### config.mk
export PLATFORM = sky130hd
export DESIGN_NAME = sorted_insert_priority_queue_flat
export DESIGN_NICKNAME = d
export VERILOG_FILES = /design/src/hdl/sipq_pkg.sv /design/src/hdl/sipq_if.sv /design/src/hdl/sipq_ctrl.sv /design/src/hdl/sipq_datapath.sv /design/src/hdl/sorted_insert_priority_queue.sv /design/src/flat_wrapper.sv
export SDC_FILE = /design/constraint.sdc
export NUM_CORES = 2
export LEC_CHECK = 0
export BUFFER_PORTS_ARGS = -buffer_cell sky130_fd_sc_hd__buf_2
export CAP_MARGIN = 5
export CORE_MARGIN = 5
export CORE_UTILIZATION = 55
export DETAILED_ROUTE_END_ITERATION = 8
export PLACE_DENSITY = 0.71
export SYNTH_ARGS = -nofsm -noshare
export SYNTH_HDL_FRONTEND = slang
export SYNTH_SLANG_ARGS = --single-unit
### constraint.sdc
create_clock -name clk -period 21.9 [get_ports clk]
set_input_delay 2.19 -clock clk [delete_from_list [all_inputs] [get_ports clk]]
set_output_delay 2.19 -clock clk [all_outputs]
set_load 0.005 [all_outputs]
### src/hdl/sipq_pkg.sv
// Shared types, constants and codes for the sorted-insert priority queue.
package sipq_pkg;

    localparam int CAPACITY = 16;
    localparam int OCC_W    = $clog2(CAPACITY + 1);
    localparam int VALUE_W  = 32;

    typedef enum logic [1:0] {
        ACT_APPEND = 2'd0,
        ACT_INSERT = 2'd1,
        ACT_REMOVE = 2'd2,
        ACT_UNUSED = 2'd3
    } action_t;

    typedef enum logic [1:0] {
        ST_IDLE = 2'b01,
        ST_EXEC = 2'b10
    } state_t;

    // Strobes from the controller to the datapath.
    typedef struct packed {
        logic capture;
        logic execute;
    } cmd_t;

    localparam logic signed [VALUE_W-1:0] EMPTY_VALUE = -32'sd1;

endpackage

### src/hdl/sipq_if.sv
// Channel interfaces for the request and result items of the priority queue.
interface sipq_req_if;
    logic              valid;
    logic              ready;
    logic [1:0]        action;
    logic signed [31:0] value;

    modport source (output valid, action, value, input ready);
    modport sink   (input valid, action, value, output ready);
endinterface

interface sipq_rsp_if;
    logic               valid;
    logic               ready;
    logic signed [31:0] out_value;
    logic               was_empty;
    logic               dropped_full;

    modport source (output valid, out_value, was_empty, dropped_full, input ready);
    modport sink   (input valid, out_value, was_empty, dropped_full, output ready);
endinterface

### src/hdl/sipq_ctrl.sv
// Controller state machine: accepts an item, runs it once the result register is free.
module sipq_ctrl (
    input  logic              clk,
    input  logic              rst_n,
    input  logic              req_valid,
    output logic              req_ready,
    output logic              rsp_valid,
    input  logic              rsp_ready,
    output sipq_pkg::cmd_t    cmd
);

    sipq_pkg::state_t state_reg, state_next;
    logic             out_valid_reg, out_valid_next;
    logic             exec_go;

    assign req_ready = (state_reg == sipq_pkg::ST_IDLE);
    assign rsp_valid = out_valid_reg;

    // The result register must be empty, or draining this cycle, before a new result lands.
    assign exec_go = (state_reg == sipq_pkg::ST_EXEC) && (!out_valid_reg || rsp_ready);

    assign cmd.capture = req_valid && req_ready;
    assign cmd.execute = exec_go;

    always_comb
    begin
        state_next = state_reg;
        unique case (state_reg)
            sipq_pkg::ST_IDLE:
            begin
                if (req_valid)
                begin
                    state_next = sipq_pkg::ST_EXEC;
                end
            end
            sipq_pkg::ST_EXEC:
            begin
                if (exec_go)
                begin
                    state_next = sipq_pkg::ST_IDLE;
                end
            end
            default:
            begin
                state_next = sipq_pkg::ST_IDLE;
            end
        endcase
    end

    always_comb
    begin
        if (exec_go)
        begin
            out_valid_next = 1'b1;
        end
        else if (rsp_ready)
        begin
            out_valid_next = 1'b0;
        end
        else
        begin
            out_valid_next = out_valid_reg;
        end
    end

    always_ff @(posedge clk or negedge rst_n)
    begin
        if (!rst_n)
        begin
            state_reg     <= sipq_pkg::ST_IDLE;
            out_valid_reg <= 1'b0;
        end
        else
        begin
            state_reg     <= state_next;
            out_valid_reg <= out_valid_next;
        end
    end

endmodule

### src/hdl/sipq_datapath.sv
// Datapath: row of entry cells with parallel compares, occupancy and result register.
module sipq_datapath (
    input  logic                clk,
    input  logic                rst_n,
    input  sipq_pkg::cmd_t      cmd,
    input  logic [1:0]          action,
    input  logic signed [31:0]  value,
    output logic signed [31:0]  out_value,
    output logic                was_empty,
    output logic                dropped_full
);

    localparam int N = sipq_pkg::CAPACITY;
    localparam int W = sipq_pkg::OCC_W;

    logic signed [31:0] entry_reg [N];
    logic signed [31:0] entry_next [N];
    logic [W-1:0]       occ_reg, occ_next;

    sipq_pkg::action_t  act_reg;
    logic signed [31:0] val_reg;

    logic signed [31:0] res_value_reg, res_value_next;
    logic               res_empty_reg, res_empty_next;
    logic               res_full_reg, res_full_next;

    logic               is_full, is_empty;
    logic [N-1:0]       greater;   // live entry that is greater than the new value
    logic [N-1:0]       seen;      // a greater entry at this cell or below
    logic [N-1:0]       at_tail;

    assign is_full  = (occ_reg == W'(N));
    assign is_empty = (occ_reg == '0);

    always_comb
    begin
        for (int i = 0; i < N; i++)
        begin
            greater[i] = (W'(i) < occ_reg) && (val_reg < entry_reg[i]);
            at_tail[i] = (occ_reg == W'(i));
        end
        for (int i = 0; i < N; i++)
        begin
            seen[i] = |(greater & ({N{1'b1}} >> (N - 1 - i)));
        end
    end

    // Cell update. Cells at or past the occupancy may take any value.
    always_comb
    begin
        for (int i = 0; i < N; i++)
        begin
            entry_next[i] = entry_reg[i];
        end
        occ_next       = occ_reg;
        res_value_next = '0;
        res_empty_next = 1'b0;
        res_full_next  = 1'b0;

        case (act_reg)
            sipq_pkg::ACT_APPEND,
            sipq_pkg::ACT_INSERT:
            begin
                if (is_full)
                begin
                    res_full_next = 1'b1;
                end
                else
                begin
                    occ_next = occ_reg + W'(1);
                    for (int i = 0; i < N; i++)
                    begin
                        if (act_reg == sipq_pkg::ACT_APPEND)
                        begin
                            if (at_tail[i])
                            begin
                                entry_next[i] = val_reg;
                            end
                        end
                        else if (i > 0 && seen[i-1])
                        begin
                            entry_next[i] = entry_reg[i-1];
                        end
                        else if (greater[i] || (!seen[N-1] && at_tail[i]))
                        begin
                            entry_next[i] = val_reg;
                        end
                    end
                end
            end
            sipq_pkg::ACT_REMOVE:
            begin
                if (is_empty)
                begin
                    res_value_next = sipq_pkg::EMPTY_VALUE;
                    res_empty_next = 1'b1;
                end
                else
                begin
                    res_value_next = entry_reg[0];
                    occ_next       = occ_reg - W'(1);
                    for (int i = 0; i < N - 1; i++)
                    begin
                        entry_next[i] = entry_reg[i+1];
                    end
                end
            end
            default:
            begin
                res_value_next = '0;
            end
        endcase
    end

    always_ff @(posedge clk or negedge rst_n)
    begin
        if (!rst_n)
        begin
            occ_reg <= '0;
        end
        else if (cmd.execute)
        begin
            occ_reg <= occ_next;
        end
    end

    always_ff @(posedge clk)
    begin
        if (cmd.capture)
        begin
            act_reg <= sipq_pkg::action_t'(action);
            val_reg <= value;
        end
        if (cmd.execute)
        begin
            for (int i = 0; i < N; i++)
            begin
                entry_reg[i] <= entry_next[i];
            end
            res_value_reg <= res_value_next;
            res_empty_reg <= res_empty_next;
            res_full_reg  <= res_full_next;
        end
    end

    assign out_value    = res_value_reg;
    assign was_empty    = res_empty_reg;
    assign dropped_full = res_full_reg;

endmodule

### src/hdl/sorted_insert_priority_queue.sv
// Top level of the sorted-insert priority queue: controller plus cell datapath.
//
// The req channel carries one item per handshake: an action (append at tail,
// insert by priority, remove head) and a signed 32-bit value. Every item gives
// exactly one result item on the rsp channel: the removed head value (or -1
// with was_empty set when the queue had nothing), zero for appends and
// inserts, and dropped_full set when either met a full queue of 16 entries.
// An item is taken in the idle state and executed in the execute state, where
// all cells compare against the new value at once and shift in a single step.
// The result is registered in the output register when the item executes, and
// no new item is taken until the last one has been executed. A result waits in
// its output register while the receiver stalls; the next item is still
// accepted, but it is not executed until that result has been taken. Reset
// empties the queue and drops any pending result.
module sorted_insert_priority_queue (
    input  logic          clk,
    input  logic          rst_n,
    sipq_req_if.sink      req,
    sipq_rsp_if.source    rsp
);

    sipq_pkg::cmd_t cmd;

    sipq_ctrl u_ctrl (
        .clk       (clk),
        .rst_n     (rst_n),
        .req_valid (req.valid),
        .req_ready (req.ready),
        .rsp_valid (rsp.valid),
        .rsp_ready (rsp.ready),
        .cmd       (cmd)
    );

    sipq_datapath u_datapath (
        .clk          (clk),
        .rst_n        (rst_n),
        .cmd          (cmd),
        .action       (req.action),
        .value        (req.value),
        .out_value    (rsp.out_value),
        .was_empty    (rsp.was_empty),
        .dropped_full (rsp.dropped_full)
    );

endmodule
### src/flat_wrapper.sv
// flat-port wrapper written by rule: the top's interface ports become plain ports
module sorted_insert_priority_queue_flat 
  (clk, rst_n, req_valid, req_action, req_value, req_ready, rsp_valid, rsp_out_value, rsp_was_empty, rsp_dropped_full, rsp_ready);
  sipq_req_if req_i ();
  sipq_rsp_if rsp_i ();
  input  logic clk;
  input  logic rst_n;
  input wire logic [$bits(req_i.valid)-1:0] req_valid;
  input wire logic [$bits(req_i.action)-1:0] req_action;
  input wire logic [$bits(req_i.value)-1:0] req_value;
  output wire logic [$bits(req_i.ready)-1:0] req_ready;
  output wire logic [$bits(rsp_i.valid)-1:0] rsp_valid;
  output wire logic [$bits(rsp_i.out_value)-1:0] rsp_out_value;
  output wire logic [$bits(rsp_i.was_empty)-1:0] rsp_was_empty;
  output wire logic [$bits(rsp_i.dropped_full)-1:0] rsp_dropped_full;
  input wire logic [$bits(rsp_i.ready)-1:0] rsp_ready;
  assign req_i.valid = req_valid;
  assign req_i.action = req_action;
  assign req_i.value = req_value;
  assign req_ready = req_i.ready;
  assign rsp_valid = rsp_i.valid;
  assign rsp_out_value = rsp_i.out_value;
  assign rsp_was_empty = rsp_i.was_empty;
  assign rsp_dropped_full = rsp_i.dropped_full;
  assign rsp_i.ready = rsp_ready;
  sorted_insert_priority_queue u_core (.clk(clk), .rst_n(rst_n), .req(req_i), .rsp(rsp_i));
endmodule
* Word level (Yosys, flattened, before mapping)
Memories as Yosys holds them, arrays and structs flattened.
Cells that the tools add are included.
** Storage, ports and cells
- Memories :: 1
- Word-level logic and storage cells :: 222
- Register bits after elaboration :: 76
- Output and inout port bits :: 36
- RAM bits :: 512
- Bits of input ports :: 38
** Memories
- u_core.u_datapath.entry_reg :: depth 16, bits a word 32, rd ports 16, clocked after memory_dff 0, write ports 16, RTL line sipq_datapath.sv:16 : logic signed [31:0] entry_reg [N];
** Operators by class
- Mux-type cells :: 80
- Magnitude comparators :: 32
- Reductions and logical operators :: 75
- Add/sub/neg operators :: 2
- Equality and inequality tests :: 24
** Operator list (number)
- 2-to-1 mux 32 bit :: 65
- one-hot mux 480 bit (2 select lines) :: 1
- less-than comparator 32 bit :: 16
- 2-to-1 mux 512 bit :: 1
- 2-to-1 mux 480 bit :: 1
- equality test 5 x 4 -> 1 bit (second input constant) :: 8
- less-than comparator 4 x 5 -> 1 bit (first input constant) :: 8
- logical AND 1 bit :: 34
- equality test 5 x 3 -> 1 bit (second input constant) :: 4
- less-than comparator 3 x 5 -> 1 bit (first input constant) :: 4
- logical OR 1 bit :: 17
- OR reduction 16 bit :: 1
- OR reduction 15 bit :: 1
- OR reduction 14 bit :: 1
- OR reduction 13 bit :: 1
- OR reduction 12 bit :: 1
- OR reduction 11 bit :: 1
- equality test 5 x 2 -> 1 bit (second input constant) :: 2
- less-than comparator 1 x 5 -> 1 bit (first input constant) :: 2
- less-than comparator 2 x 5 -> 1 bit (first input constant) :: 2
- 2-to-1 mux 5 bit :: 2
- one-hot mux 5 bit (2 select lines) :: 1
- OR reduction 10 bit :: 1
- OR reduction 9 bit :: 1
- other kinds (23) :: 37

* Depth between registers and ports, before layout
- Depth in word-level cells :: 11
- Mapped depth :: 15
- Depth with buffers taken out :: 12

* Hierarchy
From an unflattened synthesis, not the netlist that was laid out.
** Second synthesis, totals
- Cell total of the unflattened synthesis :: 4022
- Area total of the unflattened synthesis :: 41522.3 um^2
** By module, submodules not included
- sipq_datapath :: area an instance 41384.7 um^2, cells an instance 4010, seq. area each 17541.8 um^2, times used 1
- sipq_ctrl :: area an instance 137.6 um^2, cells an instance 12, seq. area each 76.3 um^2, times used 1

* Least setup slack after synthesis
No wires, ideal clock.
- Path kind :: register to register
- Start :: reg, netlist name u_core.u_datapath.val_reg[9]
- End :: mem u_core.u_datapath.entry_reg[15][0] (netlist: u_core.u_datapath.entry_reg[1][224]), enable pin
- Clock period less this slack :: 8.399 ns
- Data arrival time :: 7.804 ns
- Path buffers :: 0
- Path slack :: 13.501 ns
- Data required time :: 21.305 ns
- Library setup time :: 0.595 ns
- Cell stages (with the launch flop) :: 12
- Path through :: edfxtp_1 -> ha_1 -> and3_1 -> o21ai_0 -> a21oi_1 -> o41a_1 -> o21a_1 -> nor3_1 -> and4bb_1 -> or4b_4 -> o21ai_2 -> a2111oi_0
** RTL lines (RTL line)
- to (decl) :: sipq_datapath.sv:16

==> results.sh <==
export IMPL_outcome="completed"
export IMPL_start_util_pct=55.3
export IMPL_switching_share_pct=32.6
export IMPL_p_leak_nw=18.9
export IMPL_stdcell_area_sq_um=44700
export IMPL_cts_root_buffer="clkbuf_16"
export IMPL_largest_reg_flops=512
export IMPL_p_total_mw=3.48
export IMPL_clock_latency_ns=0.62
export IMPL_worst_hold_slack_ns=0.519
export IMPL_synth_fp_nets=4649
export IMPL_io_pins=74
export IMPL_yosysWarnings=0
export IMPL_cts_resized_gates=0
export IMPL_finalSetupViolCount=0
export IMPL_tns_ns=0
export IMPL_grt_pass1_vias=32370
export IMPL_arrival_ns=7.17
export IMPL_htree_num_levels=3
export IMPL_crit_top_cell="nand4_1"
export IMPL_dp_hpwl_um=82300
export IMPL_pwr_share_comb_pct=26.3
export IMPL_fmax_ghz=0.144
export IMPL_crit_type="register to register"
export IMPL_p_seq_share_pct=40.0
export IMPL_final_common_cell="edfxtp_1"
export IMPL_ant_nets=0
export IMPL_clock_path_buffers=3
export IMPL_period_needed_ns=6.94
export IMPL_synth_edf_count=580
export IMPL_fp_dieArea_sq_um=80200
export IMPL_grt_start_max_net_pins=167
export IMPL_die_w_um=283
export IMPL_path_buf_inv=1
export IMPL_antenna_found_initial=0
export IMPL_tritoncts="yes"
export IMPL_p_per_area_nw_per_um2=77.8
export IMPL_final_hold_viol_count=0
export IMPL_drive_gt1_share_pct=8.28
export IMPL_routed_wirelength_um=119000
export IMPL_remaining_drc_errors=0
export IMPL_n_fill_cell=6169
export IMPL_vias_per_cell=6.58
export IMPL_synthArstFlopShare_pct=1.36
export IMPL_tightestPinTransition_ns=1.17
export IMPL_hold_path_class="register to register"
export IMPL_critPathMaxFanout=83
export IMPL_nNetsFinal=4606
export IMPL_power_frac_clock_pct=33.7
export IMPL_clock_sinks=588
export IMPL_first_pass_iters=5
export IMPL_utilization_pct=60.2
export IMPL_cts_inserted_buffers=68
export IMPL_wl_per_cell_um=23.3
export IMPL_grt_pass1_wl_um=185000
export IMPL_grt_ovfl_total=0
export IMPL_area_delta_synth_final_pct=8.94
export IMPL_drt_iter0_drc=3867
export IMPL_die_h_um=283
export IMPL_cp_slowest_stage_delay_ns=1.05
export IMPL_syn_avg_cell_area_sq_um=9.98
export IMPL_skew_ns=0.0310
export IMPL_crit_chain="ha_1, nand4_1, nor4_1, o211ai_1, nand4_1, mux2_2, nor4b_4, nand2_4, buf_4, o21a_1, o22ai_4"
export IMPL_vias=33494
export IMPL_gp_congestion=0.920
export IMPL_rsz0062_at_grt="false"
export IMPL_slew_headroom_pct=21.0
export IMPL_cp_required_ns=22.13
export IMPL_final_cell_mix="580 x edfxtp_1, 511 x inv_1, 501 x ha_1"
export IMPL_maxSlewViolCount=0
export IMPL_final_period_utilization_pct=31.7
export IMPL_synth_cell_type_count=72
export IMPL_worst_setup_path_start_kind="register"
export IMPL_post_cts_buffers=0
export IMPL_hold_buffers=0
export IMPL_ys_seq_elements=588
export IMPL_n_antenna_cell=0
export IMPL_core_area_sq_um=74200
export IMPL_vdd_drop_max_uv=68.2
export IMPL_placed_cell_area_sq_um=42500
export IMPL_end_kind="register"
export IMPL_slowest_stage="edfxtp_1"
export IMPL_synth_seq_area_share_pct=42.9
export IMPL_portBuffers=73
export IMPL_rows=100
export IMPL_syn_area_sq_um=41000
export IMPL_power_switching_mw=1.13
export IMPL_cp_top_family="simple AND/OR/NAND/NOR gates"
export IMPL_synth_ff_type="edfxtp_1"
export IMPL_clkTransAtPathRegs_ns=0.06
export IMPL_cap_violations=0
export IMPL_synthCells=4110
export IMPL_grt_use_total_pct=28.4
export IMPL_internal_power_mw=2.34
metal layers:
metal  vias to the layer above  track usage [%]  part of all wire, %
met5                         -                0                    0
met4                         0             10.9                  3.9
met3                       260             3.87                  8.4
met2                      1627             44.5                   44
met1                     16131             40.4                   43
li1                      15476                -                    -
synthesized netlist by cell type, types with 4 or more instances:
cell       number  area [sq um]
nor2_1        187           702
ha_1          501          6270
xnor2_1         4          35.0
and2_0          5          31.3
mux2i_1       196          1960
a211o_1         4          35.0
nor4_1          7          43.8
nand2b_1       21           131
buf_2          20           100
o41ai_1         4          35.0
or3_1          35           219
o2111ai_1      33           289
o211ai_1      141          1060
a2111oi_0      14           123
nand3_1       164           821
buf_1          30           113
a31oi_1         5          31.3
a221oi_1       18           158
dfrtp_1         7           175
edfxtp_1      580         17400
and3_1         42           263
o221ai_1       64           561
o21ai_0       123           616
o21a_1         16           120
clkbuf_1      204           766
buf_4           6          45.0
nor3_1         23           115
nor2b_1        27           169
mux2_2         39           439
a21o_1         42           315
and4_1         25           219
nand4_1       145           907
a221o_1        39           390
and2_1          8          50.1
a211oi_1       23           173
o22ai_1       193          1210
or2_2           6          37.5
inv_1         511          1920
a21oi_1       357          1790
nand2_1       192           721
nor3b_1         4          30.0
path summary, 6_finish.rpt:
path	startpoint	end	slack, ns	cells past startpoint
max	u_core.u_datapath.val_reg[18]	u_core.u_datapath.entry_reg[0][102]	14.96	11
min	u_core.u_ctrl.state_reg[1]	u_core.u_ctrl.rsp_valid	0.52	2
max reg2reg	u_core.u_datapath.val_reg[18]	u_core.u_datapath.entry_reg[0][102]	14.96	11
min reg2reg	u_core.u_ctrl.state_reg[1]	u_core.u_ctrl.rsp_valid	0.52	2
max in group asynchronous	rst_n	u_core.u_ctrl.state_reg[0]	20.20	1
min in group asynchronous	rst_n	u_core.u_datapath.occ_reg[3]	1.44	1
metrics by stage:
step                      setup WS (ns)  instances
after floorplan                   13.50       4110
after global placement            15.27       4966
after detailed placement          15.09       4966
after CTS                         15.07       5088
after global routing              14.84       5088
final                             14.96       5088
logic make-up (layout without fill, tap and decap cells):
family	after synthesis	in the layout	synth area share (%)
compound gates	1101	1101	17.3
xor+xnor	7	7	0.149
fa+ha+maj	501	501	15.3
buf+inv	772	781	7.18
flops	588	588	42.9
mux	235	235	5.85
simple gates	906	906	11.2
power groups by stage:
stage          logic, mW  registers, mW  clock network, mW
2_1_floorplan      0.625           1.41                  0
6_report           0.913           1.39               1.17
4_1_cts            0.893           1.39               1.19
5_1_grt            0.993           1.39               1.23
3_5_place_dp       0.888           1.41                  0
3_3_place_gp       0.868           1.41                  0
layout make-up:
type,count,area [sq um],area share (%)
multi-input cells,2750,20800,46.5
clock inverters,33,378,0.845
repair buffers,148,941,2.11
clock buffers,89,1870,4.17
well taps,969,1210,2.71
inverters,511,1920,4.29
flip-flops and latches,588,17600,39.4
worst min-delay path: cells and delay by family, from the launching register on:
family | cells | cell delay [ns]
flip-flops | 1 | 0.34
AND/OR/NAND/NOR | 2 | 0.15
No activity file was read; power rests on OpenSTA's default activity.
